`config.mk`:
```
export PLATFORM = sky130hd
export DESIGN_NAME = token_lexer_stream
export DESIGN_NICKNAME = d
export VERILOG_FILES = /design/src/rtl/tls_pkg.sv /design/src/rtl/tls_lexer_core.sv /design/src/rtl/tls_result_fifo.sv /design/src/rtl/token_lexer_stream.sv
export SDC_FILE = /design/constraint.sdc
export NUM_CORES = 1
export LEC_CHECK = 0
export BUFFER_PORTS_ARGS = -buffer_cell sky130_fd_sc_hd__buf_2
export CAP_MARGIN = 0
export CORE_ASPECT_RATIO = 1.75
export CORE_MARGIN = 2
export CORE_UTILIZATION = 47
export CTS_CLUSTER_SIZE = 25
export DETAILED_ROUTE_END_ITERATION = 7
export PLACE_DENSITY = 0.62
export SYNTH_ARGS = -nofsm -noshare
export SYNTH_HDL_FRONTEND = slang
export SYNTH_SLANG_ARGS = --single-unit
export TNS_END_PERCENT = 30
```
`constraint.sdc`:
```
create_clock -name clk -period 10.9 [get_ports clk]
set_clock_uncertainty 0.1 [all_clocks]
set_input_delay 1.09 -clock clk [delete_from_list [all_inputs] [get_ports clk]]
set_output_delay 1.09 -clock clk [all_outputs]
set_load 0.02 [all_outputs]
```
`src/rtl/tls_pkg.sv`:
```
// shared types, codes and constants of the token lexer stream
package tls_pkg;

	// default width of the byte position and run length counters
	localparam int POSITION_BITS_DEF = 16;

	// width of the position and length fields of a result
	localparam int OUT_POS_W = 16;

	// result queue between the lexer core and the output port
	localparam int FIFO_DEPTH = 4;
	localparam int FIFO_PTR_W = $clog2(FIFO_DEPTH);

	// keyword spelled by a letter run
	localparam int KW_LEN = 6;

	// bytes with a meaning of their own
	localparam logic [7:0] CH_EOT   = 8'd0;
	localparam logic [7:0] CH_TAB   = 8'd9;
	localparam logic [7:0] CH_LF    = 8'd10;
	localparam logic [7:0] CH_CR    = 8'd13;
	localparam logic [7:0] CH_SPACE = 8'h20;
	localparam logic [7:0] CH_EQ    = 8'h3D;
	localparam logic [7:0] CH_LPAR  = 8'h28;
	localparam logic [7:0] CH_RPAR  = 8'h29;
	localparam logic [7:0] CH_LBRC  = 8'h7B;
	localparam logic [7:0] CH_RBRC  = 8'h7D;
	localparam logic [7:0] CH_COMMA = 8'h2C;
	localparam logic [7:0] CH_SEMI  = 8'h3B;

	typedef enum logic [3:0] {
		TK_ID         = 4'd0,
		TK_KW_PUBLIC  = 4'd1,
		TK_INT        = 4'd2,
		TK_EQUALS     = 4'd3,
		TK_LPAREN     = 4'd4,
		TK_RPAREN     = 4'd5,
		TK_LBRACE     = 4'd6,
		TK_RBRACE     = 4'd7,
		TK_COMMA      = 4'd8,
		TK_SEMICOLON  = 4'd9,
		TK_EOF        = 4'd10,
		TK_UNEXPECTED = 4'd11
	} token_kind_t;

	// kind of the open run, one-hot
	typedef enum logic [2:0] {
		RUN_NONE  = 3'b001,
		RUN_ALPHA = 3'b010,
		RUN_DIGIT = 3'b100
	} run_kind_t;

	// one result item
	typedef struct packed {
		token_kind_t            kind;
		logic [OUT_POS_W-1:0]   start;
		logic [OUT_POS_W-1:0]   len;
		logic [7:0]             chr;
		logic                   last;
	} token_t;

	// results caused by one byte, slot 0 first
	typedef struct packed {
		logic [1:0]       count;
		token_t [1:0]     tok;
	} lex_out_t;

	// letters of the keyword by index
	function automatic logic [7:0] kw_char(input logic [2:0] idx);
		logic [7:0] ch;
		case (idx)
			3'd0: ch = 8'h70;
			3'd1: ch = 8'h75;
			3'd2: ch = 8'h62;
			3'd3: ch = 8'h6C;
			3'd4: ch = 8'h69;
			3'd5: ch = 8'h63;
			default: ch = 8'h00;
		endcase
		return ch;
	endfunction

endpackage

```
`src/rtl/tls_lexer_core.sv`:
```
// lexer core: run tracking state and the results of one byte
module tls_lexer_core import tls_pkg::*; #(
	parameter int POSITION_BITS = POSITION_BITS_DEF
) (
	input  logic       clk,
	input  logic       arst_n,
	input  logic       advance,
	input  logic [7:0] char_code,
	output lex_out_t   res
);

	localparam logic [POSITION_BITS-1:0] POS_MAX = '1;

	run_kind_t                run_kind_q, run_kind_d;
	logic [POSITION_BITS-1:0] run_start_q, run_start_d;
	logic [POSITION_BITS-1:0] run_len_q, run_len_d;
	logic                     kw_match_q, kw_match_d;
	logic [POSITION_BITS-1:0] pos_q, pos_d;

	logic      is_alpha, is_digit, is_space, run_open, close_run, emit_single;
	run_kind_t cls;
	token_t    flush_tok, single_tok, eof_tok;
	token_kind_t single_kind;
	logic [POSITION_BITS-1:0] pos_inc, len_inc;
	logic      kw_hit;

	// position counter value shown on a 16-bit field
	function automatic logic [OUT_POS_W-1:0] to_out(input logic [POSITION_BITS-1:0] v);
		logic [POSITION_BITS+OUT_POS_W-1:0] w;
		w = {{OUT_POS_W{1'b0}}, v};
		return w[OUT_POS_W-1:0];
	endfunction

	// byte classes
	always_comb begin
		is_alpha = (char_code inside {[8'h41:8'h5A], [8'h61:8'h7A]});
		is_digit = (char_code inside {[8'h30:8'h39]});
		is_space = (char_code inside {CH_CR, CH_LF, CH_SPACE, CH_TAB});
		if (is_alpha) begin
			cls = RUN_ALPHA;
		end else if (is_digit) begin
			cls = RUN_DIGIT;
		end else begin
			cls = RUN_NONE;
		end
		case (char_code)
			CH_EQ:    single_kind = TK_EQUALS;
			CH_LPAR:  single_kind = TK_LPAREN;
			CH_RPAR:  single_kind = TK_RPAREN;
			CH_LBRC:  single_kind = TK_LBRACE;
			CH_RBRC:  single_kind = TK_RBRACE;
			CH_COMMA: single_kind = TK_COMMA;
			CH_SEMI:  single_kind = TK_SEMICOLON;
			default:  single_kind = TK_UNEXPECTED;
		endcase
	end

	// saturating increments
	assign pos_inc = (pos_q == POS_MAX) ? POS_MAX : pos_q + 1'b1;
	assign len_inc = (run_len_q == POS_MAX) ? POS_MAX : run_len_q + 1'b1;

	// candidate tokens
	always_comb begin
		run_open = (run_kind_q != RUN_NONE);
		kw_hit = kw_match_q && (run_len_q == POSITION_BITS'(KW_LEN));

		flush_tok.kind  = (run_kind_q == RUN_ALPHA) ? (kw_hit ? TK_KW_PUBLIC : TK_ID) : TK_INT;
		flush_tok.start = to_out(run_start_q);
		flush_tok.len   = to_out(run_len_q);
		flush_tok.chr   = 8'd0;
		flush_tok.last  = 1'b0;

		single_tok.kind  = single_kind;
		single_tok.start = to_out(pos_q);
		single_tok.len   = OUT_POS_W'(1);
		single_tok.chr   = char_code;
		single_tok.last  = 1'b1;

		eof_tok.kind  = TK_EOF;
		eof_tok.start = to_out(pos_q);
		eof_tok.len   = '0;
		eof_tok.chr   = 8'd0;
		eof_tok.last  = 1'b1;
	end

	// results and next state for the byte at hand
	always_comb begin
		res         = '0;
		close_run   = run_open && (cls != run_kind_q);
		emit_single = (cls == RUN_NONE) && !is_space;
		run_kind_d  = run_kind_q;
		run_start_d = run_start_q;
		run_len_d   = run_len_q;
		kw_match_d  = kw_match_q;
		pos_d       = pos_inc;

		if (char_code == CH_EOT) begin
			// end of text: pending run, then the end token, then back to reset
			if (run_open) begin
				res.count  = 2'd2;
				res.tok[0] = flush_tok;
				res.tok[1] = eof_tok;
			end else begin
				res.count  = 2'd1;
				res.tok[0] = eof_tok;
			end
			run_kind_d  = RUN_NONE;
			run_start_d = '0;
			run_len_d   = '0;
			kw_match_d  = 1'b1;
			pos_d       = '0;
		end else begin
			// closing token of the open run comes first
			if (close_run) begin
				res.tok[0] = flush_tok;
				if (emit_single) begin
					res.count  = 2'd2;
					res.tok[1] = single_tok;
				end else begin
					res.count       = 2'd1;
					res.tok[0].last = 1'b1;
				end
				run_kind_d  = RUN_NONE;
				run_start_d = '0;
				run_len_d   = '0;
				kw_match_d  = 1'b1;
			end else if (emit_single) begin
				res.count  = 2'd1;
				res.tok[0] = single_tok;
			end

			// open or extend a run
			if (cls != RUN_NONE) begin
				if (!run_open || close_run) begin
					run_kind_d  = cls;
					run_start_d = pos_q;
					run_len_d   = POSITION_BITS'(1);
					kw_match_d  = (cls != RUN_ALPHA) || (char_code == kw_char(3'd0));
				end else begin
					run_len_d = len_inc;
					if (cls == RUN_ALPHA) begin
						kw_match_d = kw_match_q && (run_len_q < POSITION_BITS'(KW_LEN))
							&& (char_code == kw_char(run_len_q[2:0]));
					end
				end
			end
		end
	end

	// state registers
	always_ff @(posedge clk or negedge arst_n) begin
		if (!arst_n) begin
			run_kind_q  <= RUN_NONE;
			run_start_q <= '0;
			run_len_q   <= '0;
			kw_match_q  <= 1'b1;
			pos_q       <= '0;
		end else if (advance) begin
			run_kind_q  <= run_kind_d;
			run_start_q <= run_start_d;
			run_len_q   <= run_len_d;
			kw_match_q  <= kw_match_d;
			pos_q       <= pos_d;
		end
	end

	// end byte always closes with the end token
	a_eof_last: assert property (@(posedge clk) disable iff (!arst_n)
		(advance && char_code == CH_EOT) |->
			((res.count == 2'd1 && res.tok[0].kind == TK_EOF)
			|| (res.count == 2'd2 && res.tok[1].kind == TK_EOF)))
		else $error("end byte without end token in final slot");

	// end byte returns the stream to its start
	a_eof_reset: assert property (@(posedge clk) disable iff (!arst_n)
		(advance && char_code == CH_EOT) |=> (pos_q == '0 && run_kind_q == RUN_NONE))
		else $error("state not cleared after end byte");

	// last flag marks exactly the final result of a byte
	a_last_flag: assert property (@(posedge clk) disable iff (!arst_n)
		(res.count == 2'd2) |-> (!res.tok[0].last && res.tok[1].last))
		else $error("last flag misplaced on a two-result byte");

	a_last_one: assert property (@(posedge clk) disable iff (!arst_n)
		(res.count == 2'd1) |-> res.tok[0].last)
		else $error("last flag missing on a one-result byte");

endmodule

```
`src/rtl/tls_result_fifo.sv`:
```
// result queue: up to two writes per cycle, one read per cycle
module tls_result_fifo import tls_pkg::*; (
	input  logic     clk,
	input  logic     arst_n,
	input  logic     wr_en,
	input  lex_out_t wr,
	output logic     room,
	output logic     rd_valid,
	input  logic     rd_ready,
	output token_t   rd_tok
);

	token_t                mem_q [FIFO_DEPTH];
	logic [FIFO_PTR_W-1:0] wr_ptr_q, rd_ptr_q;
	logic [FIFO_PTR_W:0]   count_q;
	logic [1:0]            n_wr;
	logic                  pop;

	assign n_wr     = wr_en ? wr.count : 2'd0;
	assign rd_valid = (count_q != '0);
	assign pop      = rd_valid && rd_ready;
	assign rd_tok   = mem_q[rd_ptr_q];
	// space for a byte that gives two results
	assign room     = (count_q <= (FIFO_PTR_W+1)'(FIFO_DEPTH - 2));

	// storage
	always_ff @(posedge clk) begin
		if (n_wr != 2'd0) begin
			mem_q[wr_ptr_q] <= wr.tok[0];
		end
		if (n_wr == 2'd2) begin
			mem_q[wr_ptr_q + 1'b1] <= wr.tok[1];
		end
	end

	// pointers and fill count
	always_ff @(posedge clk or negedge arst_n) begin
		if (!arst_n) begin
			wr_ptr_q <= '0;
			rd_ptr_q <= '0;
			count_q  <= '0;
		end else begin
			wr_ptr_q <= wr_ptr_q + FIFO_PTR_W'(n_wr);
			rd_ptr_q <= rd_ptr_q + FIFO_PTR_W'(pop);
			count_q  <= count_q + (FIFO_PTR_W+1)'(n_wr) - (FIFO_PTR_W+1)'(pop);
		end
	end

	a_no_overflow: assert property (@(posedge clk) disable iff (!arst_n)
		count_q <= (FIFO_PTR_W+1)'(FIFO_DEPTH))
		else $error("result queue overflow");

	a_write_room: assert property (@(posedge clk) disable iff (!arst_n)
		(n_wr != 2'd0) |-> room)
		else $error("results written without room");

endmodule

```
`src/rtl/token_lexer_stream.sv`:
```
// top level of the streaming lexical tokenizer
// One source byte per item; byte 0 ends the text, flushes any open run, gives the end
// token and clears the position. An item can be accepted every cycle while there is room:
// a byte is first held in an input register, then the lexer core classifies it, updates
// the run state and writes its zero, one or two results into a four-entry result queue,
// from which the output port reads them. Bytes that give at most one result stream at one
// per cycle while the output is ready; the output port delivers one result per cycle when
// out_ready is high, so a byte that closes a run and gives a token of its own yields two
// results. The input register moves on only when the queue has space for two results.
module token_lexer_stream import tls_pkg::*; #(
	parameter int POSITION_BITS = POSITION_BITS_DEF
) (
	input  logic                 clk,
	input  logic                 arst_n,
	input  logic                 in_valid,
	output logic                 in_ready,
	input  logic [7:0]           char_code,
	output logic                 out_valid,
	input  logic                 out_ready,
	output logic [3:0]           token_kind,
	output logic [OUT_POS_W-1:0] start_pos,
	output logic [OUT_POS_W-1:0] token_len,
	output logic [7:0]           char_value,
	output logic                 last
);

	logic       valid_s1;
	logic [7:0] char_s1;
	logic       advance;
	logic       room;
	lex_out_t   res;
	token_t     rd_tok;

	assign advance  = valid_s1 && room;
	assign in_ready = !valid_s1 || advance;

	// input register
	always_ff @(posedge clk or negedge arst_n) begin
		if (!arst_n) begin
			valid_s1 <= 1'b0;
		end else if (in_ready) begin
			valid_s1 <= in_valid;
		end
	end

	always_ff @(posedge clk) begin
		if (in_ready && in_valid) begin
			char_s1 <= char_code;
		end
	end

	// classification and run tracking
	tls_lexer_core #(
		.POSITION_BITS(POSITION_BITS)
	) u_core (
		.clk      (clk),
		.arst_n   (arst_n),
		.advance  (advance),
		.char_code(char_s1),
		.res      (res)
	);

	// result queue feeding the output port
	tls_result_fifo u_fifo (
		.clk     (clk),
		.arst_n  (arst_n),
		.wr_en   (advance),
		.wr      (res),
		.room    (room),
		.rd_valid(out_valid),
		.rd_ready(out_ready),
		.rd_tok  (rd_tok)
	);

	// output fields
	assign token_kind = rd_tok.kind;
	assign start_pos  = rd_tok.start;
	assign token_len  = rd_tok.len;
	assign char_value = rd_tok.chr;
	assign last       = rd_tok.last;

endmodule

```
==> results of run 1 <==
metrics by stage:
step,utilization [%],hold slack [ps]
floorplan,-,345
global placement,49.5,354
detailed placement,49.5,361
CTS,52.4,372
global route,52.4,384
finish,52.4,369
per-layer routing:
layer | vias up | global-route usage (%) | share of wire, %
li1 | 3970 | - | -
met1 | 4198 | 25.8 | 36
met2 | 242 | 43.4 | 55
met3 | 71 | 2.44 | 4.0
met4 | 0 | 11.1 | 4.4
met5 | - | 0 | 0
cells by family (layout without fill, tap and decap cells):
group	Yosys count	count (layout)	synth area share, %
xor+xnor	9	9	0.660
flops	248	248	54.8
fa+ha+maj	13	13	1.42
mux	49	49	9.23
buf+inv	109	143	3.91
simple gates	301	301	12.1
compound gates	294	294	17.9
cell type report:
| class | instances | area share (%) |
|---|---|---|
| Clock buffer | 31 | 4.75 |
| Tap cell | 316 | 3.00 |
| Inverter | 19 | 0.560 |
| Multi-Input combinational cell | 666 | 37.5 |
| Timing Repair Buffer | 82 | 3.57 |
| Clock inverter | 11 | 0.940 |
| Sequential cell | 248 | 49.7 |
registers in the layout, summed over array words and instances, names as in the netlist:
register	count
u_fifo.rd_ptr_q	2
u_fifo.mem_q	180
u_core.pos_q	16
u_core.run_start_q	16
u_fifo.count_q	3
valid_s1	1
u_core.run_kind_q	3
u_core.run_len_q	16
u_fifo.wr_ptr_q	2
char_s1	8
u_core.kw_match_q	1
cells in the final DEF, fill, tap and decap left out, types with 5 or more instances in the layout:
cell type  Yosys  final
edfxtp_1     128    128
inv_1         18     18
nand3_1       21     21
o22ai_1       71     71
xnor2_1        6      6
nor2b_1       11     10
buf_2         21     58
o31ai_1        6      6
and3_1        12     12
nor4_1         8      8
dfxtp_1       60     60
dfrtp_1       58     56
o21ai_0       25     25
o22a_1         6      6
and2_1         7      7
a31oi_1       21     21
mux4_2        45     45
buf_4          2     24
clkbuf_1      55      6
nor3_1         7      6
nand2b_1       5      5
a22o_1        80     80
clkbuf_16      0     23
ha_1          12     12
nand4_1        9      9
a21oi_1       41     41
nor2_1        82     82
nand2_1      112    112
report_power, final:
part	leakage (nW)	total, W	internal [W]	switching (W)
combinational	1.89	0.00113	0.000391	0.000744
sequential	2.48	0.00129	0.00116	0.000124
clock	0.360	0.000813	0.000455	0.000358
path summary, 6_finish.rpt:
kind                                  endpoint  slack, ps
setup reg to reg           u_fifo.mem_q[0][38]       5790
min in group asynchronous   u_fifo.rd_ptr_q[1]        620
hold / removal             u_fifo.mem_q[3][15]        370
max in group asynchronous  u_core.run_len_q[7]       9500
hold reg to reg            u_fifo.mem_q[3][15]        370
setup / recovery           u_fifo.mem_q[0][38]       5790
worst register-to-register path, delay by kind of cell (launching register included):
| kind | cells | cell delay [ps] |
|---|---|---|
| AOI/OAI and AO/OA | 5 | 2000 |
| and+or+nand+nor | 2 | 1250 |
| DFF | 1 | 620 |
| adders and majority gates | 1 | 360 |
| buffers and inverters | 1 | 350 |
| muxes | 1 | 300 |
cells in the mapped netlist (4+ instances only):
library cell and number:
a21oi_1 41, a22o_1 80, a31oi_1 21, and2_1 7, and3_1 12, buf_1 9
buf_2 21, clkbuf_1 55, dfrtp_1 58, dfxtp_1 60, edfxtp_1 128, ha_1 12
inv_1 18, mux2i_4 4, mux4_2 45, nand2_1 112, nand2b_1 5, nand3_1 21
nand4_1 9, nor2_1 82, nor2b_1 11, nor3_1 7, nor4_1 8, o21ai_0 25
o22a_1 6, o22ai_1 71, o31ai_1 6, o41ai_1 4, or2_2 4, or3_1 4
xnor2_1 6
==> impl_metrics.json, run 1 <==
{
  "tritoncts.num_buffers": 23,
  "worst-path-stages": 10,
  "worst_setup_path_start_kind": "flip-flop",
  "drt-total-wl_um": 31300,
  "async_flop_share_pct": 24.2,
  "finalSetupViolations": 0,
  "yosys.area.top_type_share_pct": 32.2,
  "timing.final.max_slew_violations": 0,
  "detail_route.drc_violations": 0,
  "status": "complete, no violations",
  "power_density_nw_per_um2": 245,
  "postLayoutSetupSlackWorst_ps": 5790,
  "global_route.overflow_total": 0,
  "stdcell_area_um2": 13200,
  "cp_slowest_cell": "a21oi_2",
  "post-place-cells": 1331,
  "clkSlewWorstSetupHoldPaths_ps": 60,
  "worst_hold_startpoint": "u_fifo.mem_q[3][15]",
  "cts.htree.levels": 1,
  "worst_slew_pin_slew_ps": 1100,
  "drt_iter0_drc": 588,
  "power_leakage_nw": 4.72,
  "post_synth_num_cell_types": 75,
  "crit_path_end_kind": "flip-flop",
  "route.antenna.remaining_nets": 0,
  "finalCriticalPeriod_ps": 5110,
  "ys_top_cells_by_area": "edfxtp_1, dfrtp_1, dfxtp_1",
  "syn-instance-count": 1023,
  "critPathLaunch": "char_s1[2]",
  "numClockSinks": 248,
  "dieHeight_um": 215,
  "post-synth-top-area-cell": "edfxtp_1",
  "core_um2": 25100,
  "grt_pass1_vias": 8575,
  "worstPathCellList": "or3_1 > o221ai_2 > o211ai_4 > inv_4 > ha_1 > a211o_1 > a21oi_2 > mux2i_4 > nor2b_2 > a22o_1",
  "synthesis.nets": 1048,
  "synth_edf_count": 128,
  "setup_total_negative_slack_ps": 0,
  "cts-root-buf": "clkbuf_16",
  "dpl_worst_slack_ps": 5810,
  "reg2reg_depth": 10,
  "cp.arrival_ps": 5400,
  "antenna_found_initial": 0,
  "vdd_drop_max_mv": 0.138,
  "class_of_the_tightest_hold_or_removal_check": "reg2reg",
  "finalNonFillerCells": 1373,
  "area_taken_by_multi_input_logic_gates_um2": 4940,
  "drt-vias-per-instance": 6.18,
  "rows": 77,
  "drive_above_1_share_pct": 18.3,
  "worst_slew_margin_relative_to_its_limit_pct": 26.0,
  "post_cts.resized_instances": 0,
  "clock_path_buffers": 3,
  "area_delta_synth_final_pct": 10.3,
  "cp_max_stage_delay_ps": 850,
  "antenna_cells": 0,
  "fin_nets": 1065,
  "rsz0062_at_grt": "false",
  "synth_area_um2": 12000,
  "synth-seq-area-share_pct": 54.8,
  "top_level_ports": 59,
  "avgRoutedWirePerCell_um": 22.8,
  "design_power_total_w": 0.00323,
  "regToRegStartpoint": "char_s1[2]",
  "worstPathMaxFanout": 34,
  "floorplan.die_area_um2": 26800,
  "buffer_count_from_post_cts_setup_fixing": 0,
  "layout_worst_path_cycle_share_pct": 46.8,
  "dpl_cell_area_um2": 12400,
  "setup.worst_path.class": "reg2reg",
  "clk_latency_ps": 550,
  "critPathTopFamily": "compound AO/OA/AOI/OAI gates",
  "cts_tree": "yes",
  "holdPathStages": 2,
  "hpwlAfterDp_um": 21100,
  "placement.io_buffers": 58,
  "n_fill_cell": 2208,
  "postCtsHoldBufs": 0,
  "timing.critical_path.required_ps": 11200,
  "drt-pass1-iter-count": 6,
  "finalWeightedCongestion": 0.922,
  "grt_start_max_net_pins": 61,
  "max_clock_freq_ghz": 0.196,
  "maxCapViolations": 0,
  "yosysWarnings": 0,
  "global_route_usage_sum_pct": 23.1,
  "yosys_register_bits": 248,
  "detailroute.via_count": 8481,
  "chipWidth_um": 125,
  "per_instance_average_area_after_synthesis_um2": 11.7,
  "grt_first_pass_wirelength_um": 48900,
  "synth_ff_type": "edfxtp_1",
  "area.sequential_um2": 6550,
  "effective_utilization_at_floorplan_pct": 47.5,
  "hold_viol_final": 0,
  "cp_num_buf_inv": 1
}
(Power assumes the default switching activity.)
==> run 2: changes to the inputs <==
--- a/config.mk
+++ b/config.mk
@@ -5,6 +5,7 @@
 export SDC_FILE = /design/constraint.sdc
 export NUM_CORES = 1
 export LEC_CHECK = 0
+export ABC_AREA = 1
 export BUFFER_PORTS_ARGS = -buffer_cell sky130_fd_sc_hd__buf_2
 export CAP_MARGIN = 0
 export CORE_ASPECT_RATIO = 1.75
==> constraint.sdc (replaced) <==
create_clock -name clk -period 4.8 [get_ports clk]
set_clock_uncertainty 0.1 [all_clocks]
set_input_delay 0.48 -clock clk [delete_from_list [all_inputs] [get_ports clk]]
set_output_delay 0.48 -clock clk [all_outputs]
set_load 0.02 [all_outputs]
==> run 2 against run 1 <==
Net effect:
- synthesized cell count is 48% higher
- register-to-register slack worse by 4800 ps
- via count increased by 32%
==> impl_metrics.json, run 2 <==
{
  "tritoncts.num_buffers": 25,
  "number_of_flip_flops_under_the_largest_register_name": 180,
  "rows": 80,
  "drive_above_1_share_pct": 11.3,
  "per_instance_average_area_after_synthesis_um2": 8.48,
  "rsz0062_at_grt": "false",
  "timing.critical_path.required_ps": 4910,
  "hold_viol_final": 0,
  "antenna_cells": 0,
  "synth_edf_count": 128,
  "yosys.area.top_type_share_pct": 29.9,
  "largest_register": "u_fifo.mem_q",
  "maxCapViolations": 0,
  "top_layer": "met4",
  "postLayoutSetupSlackWorst_ps": 1030,
  "effective_utilization_at_floorplan_pct": 47.4,
  "drt_iter0_drc": 826,
  "global_route.overflow_total": 0,
  "setup.worst_path.class": "reg2reg",
  "vdd_drop_max_mv": 0.351,
  "cp.arrival_ps": 3880,
  "avgRoutedWirePerCell_um": 21.4,
  "worst_slew_margin_relative_to_its_limit_pct": 19.3,
  "detail_route.drc_violations": 0,
  "top_level_ports": 59,
  "status": "complete, no violations",
  "grt_start_max_net_pins": 92,
  "drt-pass1-iter-count": 5,
  "layout_worst_path_cycle_share_pct": 78.6,
  "final_cell_mix": "o21ai_0, nand2_1, nand3_1, nor2_1, edfxtp_1",
  "wl_met3_um": 2020,
  "yosys_register_bits": 248,
  "crit_path_end_kind": "flip-flop",
  "finalWeightedCongestion": 0.906,
  "post_synth_num_cell_types": 45,
  "syn-instance-count": 1515,
  "floorplan.die_area_um2": 28700,
  "cts_tree": "yes",
  "core_um2": 27100,
  "placement.io_buffers": 58,
  "layout.cells.most_common": "o21ai_0",
  "worst_slew_pin_slew_ps": 1210,
  "hpwlAfterDp_um": 27200,
  "power_leakage_nw": 5.29,
  "grt_first_pass_wirelength_um": 62900,
  "drt-total-wl_um": 40800,
  "clkSlewWorstSetupHoldPaths_ps": 60,
  "cts.htree.levels": 1,
  "synth-seq-area-share_pct": 50.9,
  "clk_latency_ps": 550,
  "post-synth-top-area-cell": "edfxtp_1",
  "ys_top_cells_by_area": "edfxtp_1, o21ai_0, dfrtp_1",
  "power_density_nw_per_um2": 671,
  "worst_setup_path_start_kind": "flip-flop",
  "finalSetupViolations": 0,
  "synth_ff_type": "edfxtp_1",
  "synth_commonest_cells": "o21ai_0, nand2_1, nand3_1",
  "clock_path_buffers": 3,
  "fin_nets": 1542,
  "numClockSinks": 248,
  "area_delta_synth_final_pct": 9.26,
  "worstPathMaxFanout": 25,
  "yosys.cell_count.top_type": "o21ai_0",
  "max_clock_freq_ghz": 0.265,
  "met2_length_um": 21300,
  "dieHeight_um": 223,
  "grt_pass1_vias": 11100,
  "synth_area_um2": 12900,
  "timing.final.max_slew_violations": 0,
  "yosysWarnings": 0,
  "finalCriticalPeriod_ps": 3770,
  "class_of_the_tightest_hold_or_removal_check": "in2reg",
  "async_flop_share_pct": 24.2,
  "antenna_found_initial": 0,
  "global_route_usage_sum_pct": 28.8,
  "dpl_worst_slack_ps": 1040,
  "setup_total_negative_slack_ps": 0,
  "chipWidth_um": 129,
  "route.antenna.remaining_nets": 0,
  "synthesis.nets": 1540,
  "wl_met1_um": 14500,
  "cts-root-buf": "clkbuf_16",
  "n_fill_cell": 2582,
  "detailroute.via_count": 11200,
  "drt-vias-per-instance": 5.89
}
-- run 2: changes by cell type after synthesis, moves of 61 or more --
cell / previous run / this run
o21ai_1: 3 / 64
a22o_1: 80 / 0
nand3_1: 21 / 166
inv_1: 18 / 90
nand2_1: 112 / 179
o21ai_0: 25 / 304
-- run 2: cell families (layout without fill, tap and decap cells) --
logic type / count (synthesis) / after routing / share of synthesized area, %
xor+xnor: 26 / 26 / 1.77
simple gates: 550 / 550 / 19.3
flops: 248 / 248 / 50.9
fa+ha+maj: 13 / 13 / 1.32
buf+inv: 216 / 236 / 7.41
compound gates: 462 / 462 / 19.2
-- run 2: worst max-delay path, stage by stage (launching register included) --
cell and delay [ps]:
edfxtp_1 520, nor2_2 240, nand3_2 150, nand3_4 150
nand2_4 150, inv_2 110, nand3_2 80, inv_2 150
ha_1 170, inv_1 50, nor2_2 270, o21ai_4 140
nand2_2 150, nand2_2 260, nand2_1 320, buf_4 400
-- run 2: routing by layer --
metal	GRT usage, %	up-vias
met1	30.7	5364
met2	51.8	426
met3	3.52	140
met5	0	-
li1	-	5290
met4	19.6	0
-- run 2: power breakdown --
| part | total (W) | internal (W) | switching [W] |
|---|---|---|---|
| Combinational | 0.00453 | 0.00109 | 0.00344 |
| Clock | 0.00190 | 0.00104 | 0.000856 |
| Sequential | 0.00299 | 0.00278 | 0.000213 |
| Total | 0.00942 | 0.00492 | 0.00450 |
-- run 2: what timing repair did --
item                                   in CTS  in global routing
buffers inserted                            0                  0
endpoints found under the hold margin      28                  1
hold buffers                                3                  1
gates resized for setup                     0                  0
-- run 2: cell type report --
class | count | area (um2) | area share, %
inverter | 102 | 383 | 2.73
clock inverter | 11 | 83.8 | 0.597
timing repair buffer | 89 | 533 | 3.80
clock buffer | 34 | 679 | 4.84
multi-input combinational | 1051 | 5350 | 38.1
tap | 369 | 462 | 3.29
sequential | 248 | 6550 | 46.6
-- run 2: worst paths after layout --
kind | depth (start not counted) | start | slack [ps] | end
setup reg to reg | 15 | char_s1[1] | 1030 | u_fifo.mem_q[3][42]
hold / removal | 1 | char_code[2] | 8 | char_s1[2]
max in group asynchronous | 3 | arst_n | 3210 | u_fifo.rd_ptr_q[0]
hold reg to reg | 2 | u_fifo.mem_q[1][24] | 380 | u_fifo.mem_q[1][24]
setup / recovery | 15 | char_s1[1] | 1030 | u_fifo.mem_q[3][42]
min in group asynchronous | 2 | arst_n | 420 | u_core.run_start_q[8]
-- run 2: per-stage QoR --
step / instances / total power, W / hold slack (ps) / utilization, % / area [um2]
6_report: 1904 / 0.00942 / 8.03 / 51.8 / 14000
5_1_grt: 1904 / 0.00996 / 2.64 / 51.8 / 14000
4_1_cts: 1903 / 0.00943 / 3.59 / 51.7 / 14000
3_5_place_dp: 1855 / 0.00754 / 369 / 48.8 / 13200
3_3_place_gp: 1855 / 0.00750 / 362 / 48.8 / 13200
2_1_floorplan: 1515 / 0.00607 / 84.4 / - / 12900
